--- src/design/hamming74_stream_decoder_core_macros.svh ---
// Assertion macros shared by the decoder RTL files.
`ifndef HAMMING74_STREAM_DECODER_CORE_MACROS_SVH
`define HAMMING74_STREAM_DECODER_CORE_MACROS_SVH
`ifndef SYNTHESIS
// Same-cycle implication check.
`define HM74_ASSERT_NOW(lbl, clk, rst_n, ante, cons) \
    lbl: assert property (@(posedge clk) disable iff (!rst_n) (ante) |-> (cons)) \
        else $error("hm74 same-cycle check failed");
// Next-cycle implication check.
`define HM74_ASSERT_NEXT(lbl, clk, rst_n, ante, cons) \
    lbl: assert property (@(posedge clk) disable iff (!rst_n) (ante) |=> (cons)) \
        else $error("hm74 next-cycle check failed");
`else
`define HM74_ASSERT_NOW(lbl, clk, rst_n, ante, cons)
`define HM74_ASSERT_NEXT(lbl, clk, rst_n, ante, cons)
`endif
`endif

--- src/design/hm74_pkg.sv ---
// Types, constants and codeword correction shared by the decoder modules.
`default_nettype none
package hm74_pkg;

    // Result queue depth (two free slots are needed to take a beat).
    localparam int FIFO_DEPTH = 4;

    // Parity check masks over codeword bits 6..0.
    localparam logic [6:0] SYN_MASK0 = 7'b1010101;
    localparam logic [6:0] SYN_MASK1 = 7'b1100110;
    localparam logic [6:0] SYN_MASK2 = 7'b1111000;

    typedef struct packed {
        logic [7:0] out_byte;
        logic       out_last;
        logic       format_error;
    } t_result;

    // Results produced by one input beat, r0 first.
    typedef struct packed {
        logic [1:0] cnt;
        t_result    r1;
        t_result    r0;
    } t_emit;

    // Correct a single bit error and pull out the four data bits.
    function automatic logic [3:0] fix_codeword(input logic [6:0] cw);
        logic [2:0] syn;
        logic [6:0] c;
        syn[0] = ^(cw & SYN_MASK0);
        syn[1] = ^(cw & SYN_MASK1);
        syn[2] = ^(cw & SYN_MASK2);
        c = cw;
        if (syn != 3'd0) begin
            c = cw ^ (7'd1 << (syn - 3'd1));
        end
        return {c[6], c[5], c[4], c[2]};
    endfunction

endpackage
`default_nettype wire

--- src/design/hm74_if.sv ---
// Stream channel interfaces for encoded input bytes and decoded results.
`default_nettype none
interface hm74_in_if;
    logic       valid;
    logic       ready;
    logic [7:0] in_byte;
    logic       in_last;
    modport source (output valid, output in_byte, output in_last, input ready);
    modport sink   (input valid, input in_byte, input in_last, output ready);
endinterface

interface hm74_out_if;
    logic       valid;
    logic       ready;
    logic [7:0] out_byte;
    logic       out_last;
    logic       format_error;
    modport source (output valid, output out_byte, output out_last, output format_error,
                    input ready);
    modport sink   (input valid, input out_byte, input out_last, input format_error,
                    output ready);
endinterface
`default_nettype wire

--- src/design/hm74_step.sv ---
// Decode step: bit gathering, codeword correction and nibble packing state.
`default_nettype none
`include "hamming74_stream_decoder_core_macros.svh"
module hm74_step (
    input  logic             i_clk,
    input  logic             i_rst_n,
    input  logic             i_fire,
    input  logic [7:0]       i_byte,
    input  logic             i_last,
    output hm74_pkg::t_emit  o_emit
);

    logic [6:0] r_code_bits, n_code_bits;
    logic [2:0] r_code_cnt,  n_code_cnt;
    logic [7:0] r_out_bits,  n_out_bits;
    logic [1:0] r_out_cnt,   n_out_cnt;

    logic [3:0]        nbits;
    logic              err;
    logic [8:0]        mask9;
    logic [7:0]        data;
    logic [14:0]       comb15;
    logic [3:0]        total;
    logic [1:0]        ncw;
    logic [3:0]        nib [2];
    logic [6:0]        rem_bits;
    logic [2:0]        rem_cnt;
    logic [7:0]        ob;
    logic [1:0]        oc;
    logic [1:0]        n;
    hm74_pkg::t_result res;
    hm74_pkg::t_result e0, e1;

    // Work out the step for the beat in the input register.
    always_comb begin
        // find the end marker on the last beat
        nbits = 4'd8;
        err   = 1'b0;
        if (i_last) begin
            nbits = 4'd0;
            err   = (i_byte == 8'd0);
            for (int k = 0; k < 8; k++) begin
                if (i_byte[k]) begin
                    nbits = 4'(k);
                end
            end
        end
        mask9  = (9'd1 << nbits) - 9'd1;
        data   = i_byte & mask9[7:0];

        // append the new bits behind the partial codeword
        comb15 = {8'd0, r_code_bits} | ({7'd0, data} << r_code_cnt);
        total  = {1'b0, r_code_cnt} + nbits;
        if (total >= 4'd14) begin
            ncw      = 2'd2;
            rem_bits = 7'd0;
            rem_cnt  = 3'd0;
        end else if (total >= 4'd7) begin
            ncw      = 2'd1;
            rem_bits = comb15[13:7];
            rem_cnt  = 3'(total - 4'd7);
        end else begin
            ncw      = 2'd0;
            rem_bits = comb15[6:0];
            rem_cnt  = 3'(total);
        end
        nib[0] = hm74_pkg::fix_codeword(comb15[6:0]);
        nib[1] = hm74_pkg::fix_codeword(comb15[13:7]);

        // pack nibbles, releasing a held full byte when the next nibble comes
        ob  = r_out_bits;
        oc  = r_out_cnt;
        n   = 2'd0;
        e0  = '0;
        e1  = '0;
        res = '0;
        for (int i = 0; i < 2; i++) begin
            if (2'(i) < ncw) begin
                if (oc == 2'd2) begin
                    res = '{out_byte: ob, out_last: 1'b0, format_error: 1'b0};
                    if (n == 2'd0) e0 = res; else e1 = res;
                    n  = n + 2'd1;
                    ob = 8'd0;
                    oc = 2'd0;
                end
                ob = ob | ({4'd0, nib[i]} << {oc, 2'b00});
                oc = oc + 2'd1;
            end
        end

        // set the next state; on the last beat flush the byte in progress (or an error result) and clear state
        n_code_bits = rem_bits;
        n_code_cnt  = rem_cnt;
        n_out_bits  = ob;
        n_out_cnt   = oc;
        if (i_last) begin
            if (rem_cnt != 3'd0) begin
                err = 1'b1;
            end
            if (oc != 2'd0) begin
                res = '{out_byte: ob, out_last: 1'b1, format_error: err};
                if (n == 2'd0) e0 = res; else e1 = res;
                n = n + 2'd1;
            end else if (err) begin
                res = '{out_byte: 8'd0, out_last: 1'b1, format_error: 1'b1};
                if (n == 2'd0) e0 = res; else e1 = res;
                n = n + 2'd1;
            end
            n_code_bits = 7'd0;
            n_code_cnt  = 3'd0;
            n_out_bits  = 8'd0;
            n_out_cnt   = 2'd0;
        end
    end

    // Hand results to the queue only on an accepted step.
    always_comb begin
        o_emit.cnt = i_fire ? n : 2'd0;
        o_emit.r0  = e0;
        o_emit.r1  = e1;
    end

    // Advance the stream state.
    always_ff @(posedge i_clk) begin
        if (!i_rst_n) begin
            r_code_bits <= 7'd0;
            r_code_cnt  <= 3'd0;
            r_out_bits  <= 8'd0;
            r_out_cnt   <= 2'd0;
        end else if (i_fire) begin
            r_code_bits <= n_code_bits;
            r_code_cnt  <= n_code_cnt;
            r_out_bits  <= n_out_bits;
            r_out_cnt   <= n_out_cnt;
        end
    end

    `HM74_ASSERT_NOW(a_code_cnt_range, i_clk, i_rst_n, 1'b1, r_code_cnt <= 3'd6)
    `HM74_ASSERT_NEXT(a_last_clears, i_clk, i_rst_n, i_fire && i_last, r_code_cnt == 3'd0 && r_out_cnt == 2'd0 && r_code_bits == 7'd0)
    `HM74_ASSERT_NOW(a_mid_single, i_clk, i_rst_n, i_fire && !i_last, o_emit.cnt <= 2'd1)
    `HM74_ASSERT_NOW(a_err_on_last, i_clk, i_rst_n, o_emit.cnt != 2'd0 && o_emit.r0.format_error, o_emit.r0.out_last)

endmodule
`default_nettype wire

--- src/design/hm74_res_fifo.sv ---
// Result queue taking up to two results a cycle while two slots are free, and giving one while i_ready is high.
`default_nettype none
`include "hamming74_stream_decoder_core_macros.svh"
module hm74_res_fifo #(
    parameter int DEPTH = hm74_pkg::FIFO_DEPTH
) (
    input  logic              i_clk,
    input  logic              i_rst_n,
    input  hm74_pkg::t_emit   i_emit,
    output logic              o_room,
    output logic              o_valid,
    input  logic              i_ready,
    output hm74_pkg::t_result o_data
);

    localparam int PW = (DEPTH > 1) ? $clog2(DEPTH) : 1;
    localparam int CW = $clog2(DEPTH + 1);

    hm74_pkg::t_result r_mem [DEPTH];
    logic [PW-1:0]     r_wr, n_wr;
    logic [PW-1:0]     r_rd, n_rd;
    logic [CW-1:0]     r_cnt, n_cnt;
    logic [PW-1:0]     wr1;
    logic              pop;

    function automatic logic [PW-1:0] ptr_inc(input logic [PW-1:0] p);
        return (p == PW'(DEPTH - 1)) ? '0 : p + PW'(1);
    endfunction

    assign pop     = o_valid && i_ready;
    assign wr1     = ptr_inc(r_wr);
    assign o_valid = (r_cnt != '0);
    assign o_room  = (r_cnt <= CW'(DEPTH - 2));
    assign o_data  = r_mem[r_rd];

    // Advance pointers and fill count.
    always_comb begin
        n_rd  = pop ? ptr_inc(r_rd) : r_rd;
        n_cnt = r_cnt + CW'(i_emit.cnt) - CW'(pop);
        unique case (i_emit.cnt)
            2'd0:    n_wr = r_wr;
            2'd1:    n_wr = wr1;
            2'd2:    n_wr = ptr_inc(wr1);
            default: n_wr = r_wr;
        endcase
    end

    always_ff @(posedge i_clk) begin
        if (!i_rst_n) begin
            r_wr  <= '0;
            r_rd  <= '0;
            r_cnt <= '0;
        end else begin
            r_wr  <= n_wr;
            r_rd  <= n_rd;
            r_cnt <= n_cnt;
        end
    end

    // Store incoming results in order.
    always_ff @(posedge i_clk) begin
        if (i_emit.cnt != 2'd0) begin
            r_mem[r_wr] <= i_emit.r0;
        end
        if (i_emit.cnt == 2'd2) begin
            r_mem[wr1] <= i_emit.r1;
        end
    end

    `HM74_ASSERT_NOW(a_cnt_bound, i_clk, i_rst_n, 1'b1, r_cnt <= CW'(DEPTH))
    `HM74_ASSERT_NOW(a_no_overflow, i_clk, i_rst_n, i_emit.cnt != 2'd0, o_room)

endmodule
`default_nettype wire

--- src/design/hamming74_stream_decoder_core.sv ---
// Top level of the (7,4) streaming block-code decoder.
//
//  channel | dir | fields                            | beat
//  i_in    | in  | in_byte[7:0], in_last             | one encoded byte
//  o_out   | out | out_byte[7:0], out_last, format_error | one decoded byte
//
// One byte is taken per cycle while the result queue has two free slots;
// results leave at one per cycle while o_out.ready is high.
// A byte passes through the input register, then is decoded into the result queue.
// Reset is synchronous and clears the input valid flag, stream state and queue pointers and count.
// A stall on o_out fills the queue and then drops i_in.ready; nothing is lost.
`default_nettype none
module hamming74_stream_decoder_core #(
    parameter int FIFO_DEPTH = hm74_pkg::FIFO_DEPTH
) (
    input  logic        i_clk,
    input  logic        i_rst_n,
    hm74_in_if.sink     i_in,
    hm74_out_if.source  o_out
);

    logic              r_in_vld;
    logic [7:0]        r_in_byte;
    logic              r_in_last;
    logic              fire;
    logic              room;
    hm74_pkg::t_emit   emit;
    hm74_pkg::t_result res;

    assign fire       = r_in_vld && room;
    assign i_in.ready = !r_in_vld || fire;

    // Hold the accepted beat until the decode step takes it.
    always_ff @(posedge i_clk) begin
        if (!i_rst_n) begin
            r_in_vld <= 1'b0;
        end else if (i_in.ready) begin
            r_in_vld <= i_in.valid;
        end
    end

    always_ff @(posedge i_clk) begin
        if (i_in.ready && i_in.valid) begin
            r_in_byte <= i_in.in_byte;
            r_in_last <= i_in.in_last;
        end
    end

    hm74_step u_step (
        .i_clk   (i_clk),
        .i_rst_n (i_rst_n),
        .i_fire  (fire),
        .i_byte  (r_in_byte),
        .i_last  (r_in_last),
        .o_emit  (emit)
    );

    hm74_res_fifo #(
        .DEPTH (FIFO_DEPTH)
    ) u_fifo (
        .i_clk   (i_clk),
        .i_rst_n (i_rst_n),
        .i_emit  (emit),
        .o_room  (room),
        .o_valid (o_out.valid),
        .i_ready (o_out.ready),
        .o_data  (res)
    );

    assign o_out.out_byte     = res.out_byte;
    assign o_out.out_last     = res.out_last;
    assign o_out.format_error = res.format_error;

endmodule
`default_nettype wire
--- src/flat_wrapper.sv ---
// flat-port wrapper written by rule: the top's interface ports become plain ports
module hamming74_stream_decoder_core_flat 
#(
    parameter int FIFO_DEPTH = hm74_pkg::FIFO_DEPTH
)
  (i_clk, i_rst_n, i_in_valid, i_in_in_byte, i_in_in_last, i_in_ready, o_out_valid, o_out_out_byte, o_out_out_last, o_out_format_error, o_out_ready);
  hm74_in_if i_in_i ();
  hm74_out_if o_out_i ();
  input  logic i_clk;
  input  logic i_rst_n;
  input wire logic [$bits(i_in_i.valid)-1:0] i_in_valid;
  input wire logic [$bits(i_in_i.in_byte)-1:0] i_in_in_byte;
  input wire logic [$bits(i_in_i.in_last)-1:0] i_in_in_last;
  output wire logic [$bits(i_in_i.ready)-1:0] i_in_ready;
  output wire logic [$bits(o_out_i.valid)-1:0] o_out_valid;
  output wire logic [$bits(o_out_i.out_byte)-1:0] o_out_out_byte;
  output wire logic [$bits(o_out_i.out_last)-1:0] o_out_out_last;
  output wire logic [$bits(o_out_i.format_error)-1:0] o_out_format_error;
  input wire logic [$bits(o_out_i.ready)-1:0] o_out_ready;
  assign i_in_i.valid = i_in_valid;
  assign i_in_i.in_byte = i_in_in_byte;
  assign i_in_i.in_last = i_in_in_last;
  assign i_in_ready = i_in_i.ready;
  assign o_out_valid = o_out_i.valid;
  assign o_out_out_byte = o_out_i.out_byte;
  assign o_out_out_last = o_out_i.out_last;
  assign o_out_format_error = o_out_i.format_error;
  assign o_out_i.ready = o_out_ready;
  hamming74_stream_decoder_core #(.FIFO_DEPTH(FIFO_DEPTH)) u_core (.i_clk(i_clk), .i_rst_n(i_rst_n), .i_in(i_in_i), .o_out(o_out_i));
endmodule
--- config.mk ---
export PLATFORM = sky130hd
export DESIGN_NAME = hamming74_stream_decoder_core_flat
export DESIGN_NICKNAME = d
export VERILOG_FILES = /design/src/design/hm74_pkg.sv /design/src/design/hm74_if.sv /design/src/design/hm74_step.sv /design/src/design/hm74_res_fifo.sv /design/src/design/hamming74_stream_decoder_core.sv /design/src/flat_wrapper.sv
export VERILOG_INCLUDE_DIRS = /design/src /design/src/design
export SDC_FILE = /design/constraint.sdc
export NUM_CORES = 1
export LEC_CHECK = 0
export ABC_AREA = 1
export ABC_CLOCK_PERIOD_IN_PS = 7000
export BUFFER_PORTS_ARGS = -buffer_cell sky130_fd_sc_hd__buf_4
export CAP_MARGIN = 5
export CELL_PAD_IN_SITES_DETAIL_PLACEMENT = 2
export CELL_PAD_IN_SITES_GLOBAL_PLACEMENT = 2
export CORE_UTILIZATION = 36
export DETAILED_ROUTE_END_ITERATION = 7
export HOLD_SLACK_MARGIN = 0.15
export PLACE_DENSITY = 0.86
export SLEW_MARGIN = 40
export SYNTH_ARGS = -nofsm -noshare
export SYNTH_HDL_FRONTEND = slang
export SYNTH_SLANG_ARGS = --single-unit
--- constraint.sdc ---
create_clock -name i_clk -period 7 [get_ports i_clk]
set_input_delay 0.7 -clock i_clk [delete_from_list [all_inputs] [get_ports i_clk]]
set_output_delay 0.7 -clock i_clk [all_outputs]
set_load 0.02 [all_outputs]
==> impl_metrics.yaml, run 1 <==
synth:
  synth_edf_count: 49
  synth_flop_cell: "edfxtp_1"
  syn-num-nets: 852
  yosys_warnings: 0
  ys_seq_elements: 79
  yosysSeqAreaShare_pct: 35.79
  yosysMostFrequentCell: "nand2_1"
  synth_area_leaders: "edfxtp_1 25%, nand2_1 18%, dfxtp_1 10%"
  async_flop_share_pct: 0
  syn_inst: 814
  syn_avg_cell_area_sq_um: 7.112
  synth_cell_types: 45
  syn_area_sq_um: 5789
  yosys.area.top_type: "edfxtp_1"
  synth_top_area_share_pct: 25.42
  synth_commonest_cells: "270 x nand2_1, 75 x nand3_1, 72 x inv_1, 51 x nor2_1, 49 x edfxtp_1"
worst_hold_path:
  holdPathStages: 2
  worstHoldPathType: "flip-flop to flip-flop"
  min_from: "u_core.u_step.r_code_bits[6]"
  holdPathEnd: "u_core.u_step.r_code_bits[6]"
die:
  core-area_sq_um: 15430
  initial_core_util_pct: 37.53
  die_x_um: 128.8
  die_h_um: 128.8
  die_area_sq_um: 16590
  rows: 45
  ios: 25
global_routing:
  grtUsageMet1_pct: 34.07
  grt-ovfl-total: 0
  grt_pass1_wl_um: 34510
  gr-usage-met3_pct: 3.451
  grt_use_total_pct: 27.38
  grt_use_met2_pct: 48.30
  grt_max_degree: 25
  antenna_found_initial: 0
  grt_pass1_vias: 6305
  top_usage_layer: "met2"
run_status:
  status: "complete, no violations"
timing:
  fin_ws_ns: 0.5015
  fin_skew_ns: 0.01289
  fmax_ghz: 0.1539
  setup_viol: 0
  fin_crit_sh_pct: 92.84
  timing.final.max_slew_violations: 0
  worst_pin_slew_ns: 0.8222
  hold_viol_final: 0
  slew_headroom_pct: 45.13
  layout_min_cycle_time_ns: 6.498
routing:
  antenna_left: 0
  vias_per_cell: 5.412
  dr_total_vias: 5677
  drt_iter0_drc: 296
  routed_wl_um: 21530
  avgRoutedWirePerCell_um: 20.53
  drt_first_pass_iters: 5
  drc: 0
cts:
  cts_tree: "yes"
  cts-htree-levels: 3
  path_clk_slew_ns: 0.07
  clock-sinks: 79
  clk_latency_ns: 0.35
  cts_root_buf: "clkbuf_16"
  cts.path.max_buffers: 2
  cts_buffers: 9
layout:
  n_antenna_cell: 0
  fin_nets: 871
  drive_gt1_share_pct: 15.87
  stdcell_area_sq_um: 6494
  fillers: 1833
  area_growth_pct: 12.17
setup_path:
  reg2reg_to: "u_core.u_fifo.r_mem[0][8]"
  worstPathMaxFanout: 14
  critical_path_class: "flip-flop to flip-flop"
  slowest_stage: "fa_1"
  crit_required_ns: 7.10
  crit_path_frequent_cell: "nand2_1"
  reg2reg_depth: 29
  timing.rr.start: "u_core.r_in_byte[1]"
  cp.arrival_ns: 6.60
  crit_path_max_incr_delay_ns: 0.52
  r2r_slack_ns: 0.50
  worst_setup_path_start_kind: "flip-flop"
  endpoint_kind: "flip-flop"
power_and_ir_drop:
  swShare_pct: 44.77
  vdd_ir_drop_max_v: 0.0002371
  clkPwrFrac_pct: 24.3
  power.switching_mw: 0.9103
  p_int_mw: 1.123
  seqPwrFrac_pct: 29.8
  power_density_nw_per_um2: 313.1
  p_leak_nw: 2.946
  p_comb_share_pct: 45.9
placement:
  routabilityCongestion: 0.8310
  dpl.hpwl_um: 14990
  dp_slack_ns: 0.7753
  port_buffers: 24
  placed_area_sq_um: 6186
run:
  max_cap_violations: 0
-- cell families (layout without fill, tap and decap cells) --
kind of cell / count (synthesis) / after routing / share of synthesized area (%)
XOR/XNOR: 11 / 11 / 2.248
adder cells (fa/ha/maj): 25 / 25 / 5.663
flip-flops: 79 / 79 / 35.79
buffers and inverters: 119 / 143 / 7.953
AO/OA/AOI/OAI: 107 / 107 / 10.63
AND/OR/NAND/NOR: 473 / 473 / 37.71
-- per-stage QoR --
| stage | instances | total power [mW] | setup TNS [ns] | util (%) | hold slack [ns] |
|---|---|---|---|---|---|
| 2_1_floorplan | 814 | 1.215 | 0 | - | 0.4419 |
| 3_3_place_gp | 1033 | 1.446 | 0 | 40.10 | 0.4524 |
| 3_5_place_dp | 1033 | 1.510 | 0 | 40.10 | 0.4612 |
| 4_1_cts | 1049 | 2.045 | 0 | 42.02 | 0.4743 |
| 5_1_grt | 1049 | 2.154 | -0.007225 | 42.09 | 0.5007 |
| 6_report | 1049 | 2.033 | 0 | 42.09 | 0.4714 |
-- worst max path at each step --
| stage | startpoint | to | slack, ns | cells after the start |
|---|---|---|---|---|
| floorplan | u_core.r_in_byte[1] | u_core.u_fifo.r_mem[0][0] | 1.82 | 27 |
| global placement | u_core.r_in_byte[1] | u_core.u_fifo.r_mem[0][8] | 1.18 | 29 |
| detailed placement | u_core.r_in_byte[3] | u_core.u_fifo.r_mem[0][8] | 0.78 | 29 |
| CTS | u_core.r_in_byte[1] | u_core.u_fifo.r_mem[0][8] | 0.46 | 29 |
| global route | u_core.r_in_byte[2] | u_core.u_fifo.r_mem[0][6] | -0.007 | 30 |
| finish | u_core.r_in_byte[1] | u_core.u_fifo.r_mem[0][8] | 0.50 | 29 |
-- layout by cell type (no fill, tap or decap), types with 3 or more instances in the layout --
cell type,count
nand2_1,270
nand3_1,75
inv_1,71
nor2_1,51
edfxtp_1,49
a21oi_1,38
o21ai_0,37
nand2_2,31
buf_4,31
dfxtp_1,30
ha_1,23
inv_2,17
nand3_2,14
nand4_1,13
o22ai_1,11
clkbuf_16,9
clkinv_1,5
clkinvlp_4,5
xor2_1,5
nand2_4,4
a22oi_1,4
o211ai_1,4
nor2_4,3
o21ai_2,3
nor3_1,3
xnor2_1,3
-- cell type report --
class                      instances  area, sq um  share of cell area (%)
clock inverter                     6        67.56                   1.040
sequential                        79         2072                   31.91
multi-input combinational        616         3257                   50.15
inverter                          96        371.6                   5.723
tap                              211        264.0                   4.066
timing repair buffer              31        232.7                   3.584
clock buffer                      10        229.0                   3.526
-- power by group through the flow --
stage	clock network, mW	registers [mW]	logic (mW)
6_report	0.494	0.606	0.933
5_1_grt	0.515	0.612	1.03
4_1_cts	0.499	0.607	0.939
3_5_place_dp	0	0.614	0.896
3_3_place_gp	0	0.608	0.838
2_1_floorplan	0	0.591	0.624
-- flip-flops by register name (all words and copies together) (netlist names), named ones only --
signal / cells
u_core.u_fifo.r_mem: 40
u_core.r_in_byte: 8
u_core.u_step.r_out_bits: 8
u_core.u_step.r_code_bits: 7
u_core.u_fifo.r_cnt: 3
u_core.u_step.r_code_cnt: 3
u_core.u_fifo.r_rd: 2
u_core.u_fifo.r_wr: 2
u_core.u_step.r_out_cnt: 2
u_core.r_in_last: 1
u_core.r_in_vld: 1
-- routing by layer --
layer  vias up  routed length, um
met5         -                  0
met4         0                505
met3        37                639
met2       108              10900
met1      2837               9482
li1       2695                  -
-- what timing repair did --
| action | in CTS | in global routing |
|---|---|---|
| setup buffers | 0 | 0 |
| gates resized for setup | 0 | 3 |
| hold buffers | 0 | 0 |
| endpoints found under the setup margin | 0 | 17 |
-- worst max-delay path: cells and delay by family (launching register included) --
kind / cells / cell delay, ns
simple gates: 15 / 2.22
fa+ha+maj: 6 / 1.97
buf+inv: 7 / 1.23
flops: 1 / 0.44
compound gates: 1 / 0.40
Note: power is estimated with default switching activity, not from simulation.
==> run 2, diff against run 1 <==
--- a/config.mk
+++ b/config.mk
@@ -7,13 +7,12 @@
 export NUM_CORES = 1
 export LEC_CHECK = 0
 export ABC_AREA = 1
-export ABC_CLOCK_PERIOD_IN_PS = 7000
-export BUFFER_PORTS_ARGS = -buffer_cell sky130_fd_sc_hd__buf_4
 export CAP_MARGIN = 5
 export CELL_PAD_IN_SITES_DETAIL_PLACEMENT = 2
 export CELL_PAD_IN_SITES_GLOBAL_PLACEMENT = 2
-export CORE_UTILIZATION = 36
+export CORE_UTILIZATION = 37
 export DETAILED_ROUTE_END_ITERATION = 7
+export DONT_BUFFER_PORTS = 1
 export HOLD_SLACK_MARGIN = 0.15
 export PLACE_DENSITY = 0.86
 export SLEW_MARGIN = 40
==> run 2 against run 1 <==
  * Critical path depth is the same
  * Highest routed layer unchanged
  * Critical path type unchanged
  * Global-route usage increased by 1.1 points
  * Sequential power increased by 1%
  * Sequential share of layout area grew 0.78 points
  * Critical endpoint is now u_core.u_fifo.r_mem[3][8]
  * Non-clock buffer count decreased by 25
  * Setup slack better by 0.024 ns
  * Clock skew increased by 0.0014 ns
==> impl_metrics.yaml, run 2 (same netlist as run 1, synthesis figures left out) <==
power_and_ir_drop:
  p_comb_share_pct: 42.4
  power_density_nw_per_um2: 314.1
  p_int_mw: 1.106
  vdd_ir_drop_max_v: 0.0002091
  power.switching_mw: 0.8853
  p_leak_nw: 2.841
  seqPwrFrac_pct: 30.9
  clkPwrFrac_pct: 26.7
  total_power_mw: 1.991
  swShare_pct: 44.47
timing:
  fmax_ghz: 0.1545
  fin_skew_ns: 0.01429
  fin_setup_tns_ns: 0
  setup_viol: 0
  fin_crit_sh_pct: 92.49
  hold_viol_final: 0
  worst_pin_slew_ns: 0.7992
  rsz0062_at_grt: "no"
  timing.final.max_slew_violations: 0
  slew_headroom_pct: 46.66
  layout_min_cycle_time_ns: 6.474
setup_path:
  timing.rr.start: "u_core.r_in_byte[2]"
  reg2reg_to: "u_core.u_fifo.r_mem[3][8]"
  crit_path_frequent_cell: "nand2_1"
  reg2reg_depth: 29
  worst_setup_path_start_kind: "flip-flop"
  slowest_stage: "fa_1"
  cp.arrival_ns: 6.54
  crit_end: "u_core.u_fifo.r_mem[3][8]"
  crit_start: "u_core.r_in_byte[2]"
  endpoint_kind: "flip-flop"
  crit_path_max_incr_delay_ns: 0.48
  worstPathMaxFanout: 14
  r2r_slack_ns: 0.53
  crit_required_ns: 7.07
  critical_path_class: "flip-flop to flip-flop"
layout:
  stdcell_count: 1024
  largest_reg_flops: 40
  fin_nets: 846
  n_antenna_cell: 0
  layout_common_cells: "266 x nand2_1, 75 x nand3_1, 71 x inv_1, 51 x nor2_1, 49 x edfxtp_1"
  layout_commonest_cell: "nand2_1"
  finish.utilization_pct: 41.54
  area_growth_pct: 9.488
  largest_register: "u_core.u_fifo.r_mem"
  top_regs: "u_core.u_fifo.r_mem: 40 flops, u_core.r_in_byte: 8 flops, u_core.u_step.r_out_bits: 8 flops"
  drive_gt1_share_pct: 13.78
die:
  rows: 45
  ios: 25
  core-area_sq_um: 15260
  initial_core_util_pct: 37.94
  die_area_sq_um: 16150
  die_x_um: 127.1
  die_h_um: 127.1
placement:
  routabilityCongestion: 0.9287
  place_inst: 1008
  port_buffers: 0
  dpl.hpwl_um: 15330
global_routing:
  grt-ovfl-total: 0
  antenna_found_initial: 0
  grt_max_degree: 25
  grt_use_total_pct: 28.44
  grt_pass1_vias: 6391
  grt_pass1_wl_um: 34830
cts:
  cts-htree-levels: 3
  clock-sinks: 79
  cts_root_buf: "clkbuf_16"
  cts_buffers: 9
  clk_latency_ns: 0.36
  cts_tree: "yes"
  cts_setup_buffers: 0
  post_cts_resized: 0
  path_clk_slew_ns: 0.07
  ctsHoldBuffers: 0
  cts.path.max_buffers: 2
routing:
  antenna_left: 0
  vias_per_cell: 5.494
  dr_total_vias: 5626
  avgRoutedWirePerCell_um: 21.17
  routed_wl_um: 21680
  drt_iter0_drc: 307
  drt_first_pass_iters: 5
  drc: 0
run:
  max_cap_violations: 0
run_status:
  status: "complete, no violations"
worst_hold_path:
  worstHoldPathType: "input pin to flip-flop"
-- run 2: layout make-up --
cell class / count / area, sq um
fillers: 1805 / 8920
clock inverters: 5 / 82.58
well taps: 211 / 264.0
clock buffers: 11 / 232.7
inverters: 96 / 375.4
multi-input cells: 616 / 3267
repair buffers: 6 / 45.04
flip-flops and latches: 79 / 2072
-- run 2: worst min path at each step --
stage / start / endpoint / depth (start not counted)
after floorplan: u_core.u_step.r_code_bits[5] / u_core.u_step.r_code_bits[5] / 2
after global placement: u_core.u_step.r_code_bits[6] / u_core.u_step.r_code_bits[6] / 2
after detailed placement: u_core.u_step.r_code_bits[0] / u_core.u_step.r_code_bits[0] / 2
after CTS: i_rst_n / u_core.u_fifo.r_cnt[0] / 2
after global routing: i_in_in_last / u_core.r_in_last / 0
final: i_rst_n / u_core.u_fifo.r_cnt[0] / 2
-- run 2: metal layers --
| layer | global-route usage (%) | wire length, um |
|---|---|---|
| met1 | 33.50 | 9038 |
| met2 | 51.23 | 11200 |
| met3 | 4.690 | 736 |
| met4 | 11.76 | 709 |
| met5 | 0 | 0 |
-- run 2: worst max-delay path: cells and delay by family (launching register included) --
kind,cells,cell delay (ns)
AOI/OAI and AO/OA,2,0.72
adders and majority gates,6,2.03
buffers and inverters,8,1.32
DFF,1,0.42
and+or+nand+nor,13,1.68
-- run 2: power groups by stage --
stage	Sequential [mW]	Combinational, mW	Clock [mW]
after floorplan	0.591	0.624	0
after global placement	0.617	0.758	0
after detailed placement	0.625	0.819	0
after CTS	0.616	0.846	0.534
after global routing	0.622	0.936	0.548
final	0.615	0.845	0.531
-- run 2: metrics by stage --
stage	hold slack, ns	instance area (sq um)	worst slack [ns]
2_1_floorplan	0.4419	5789	1.822
3_3_place_gp	0.4530	5998	1.216
3_5_place_dp	0.4693	5998	0.5874
4_1_cts	0.4308	6314	0.3161
5_1_grt	0.4348	6339	0.05445
6_report	0.4370	6339	0.5260
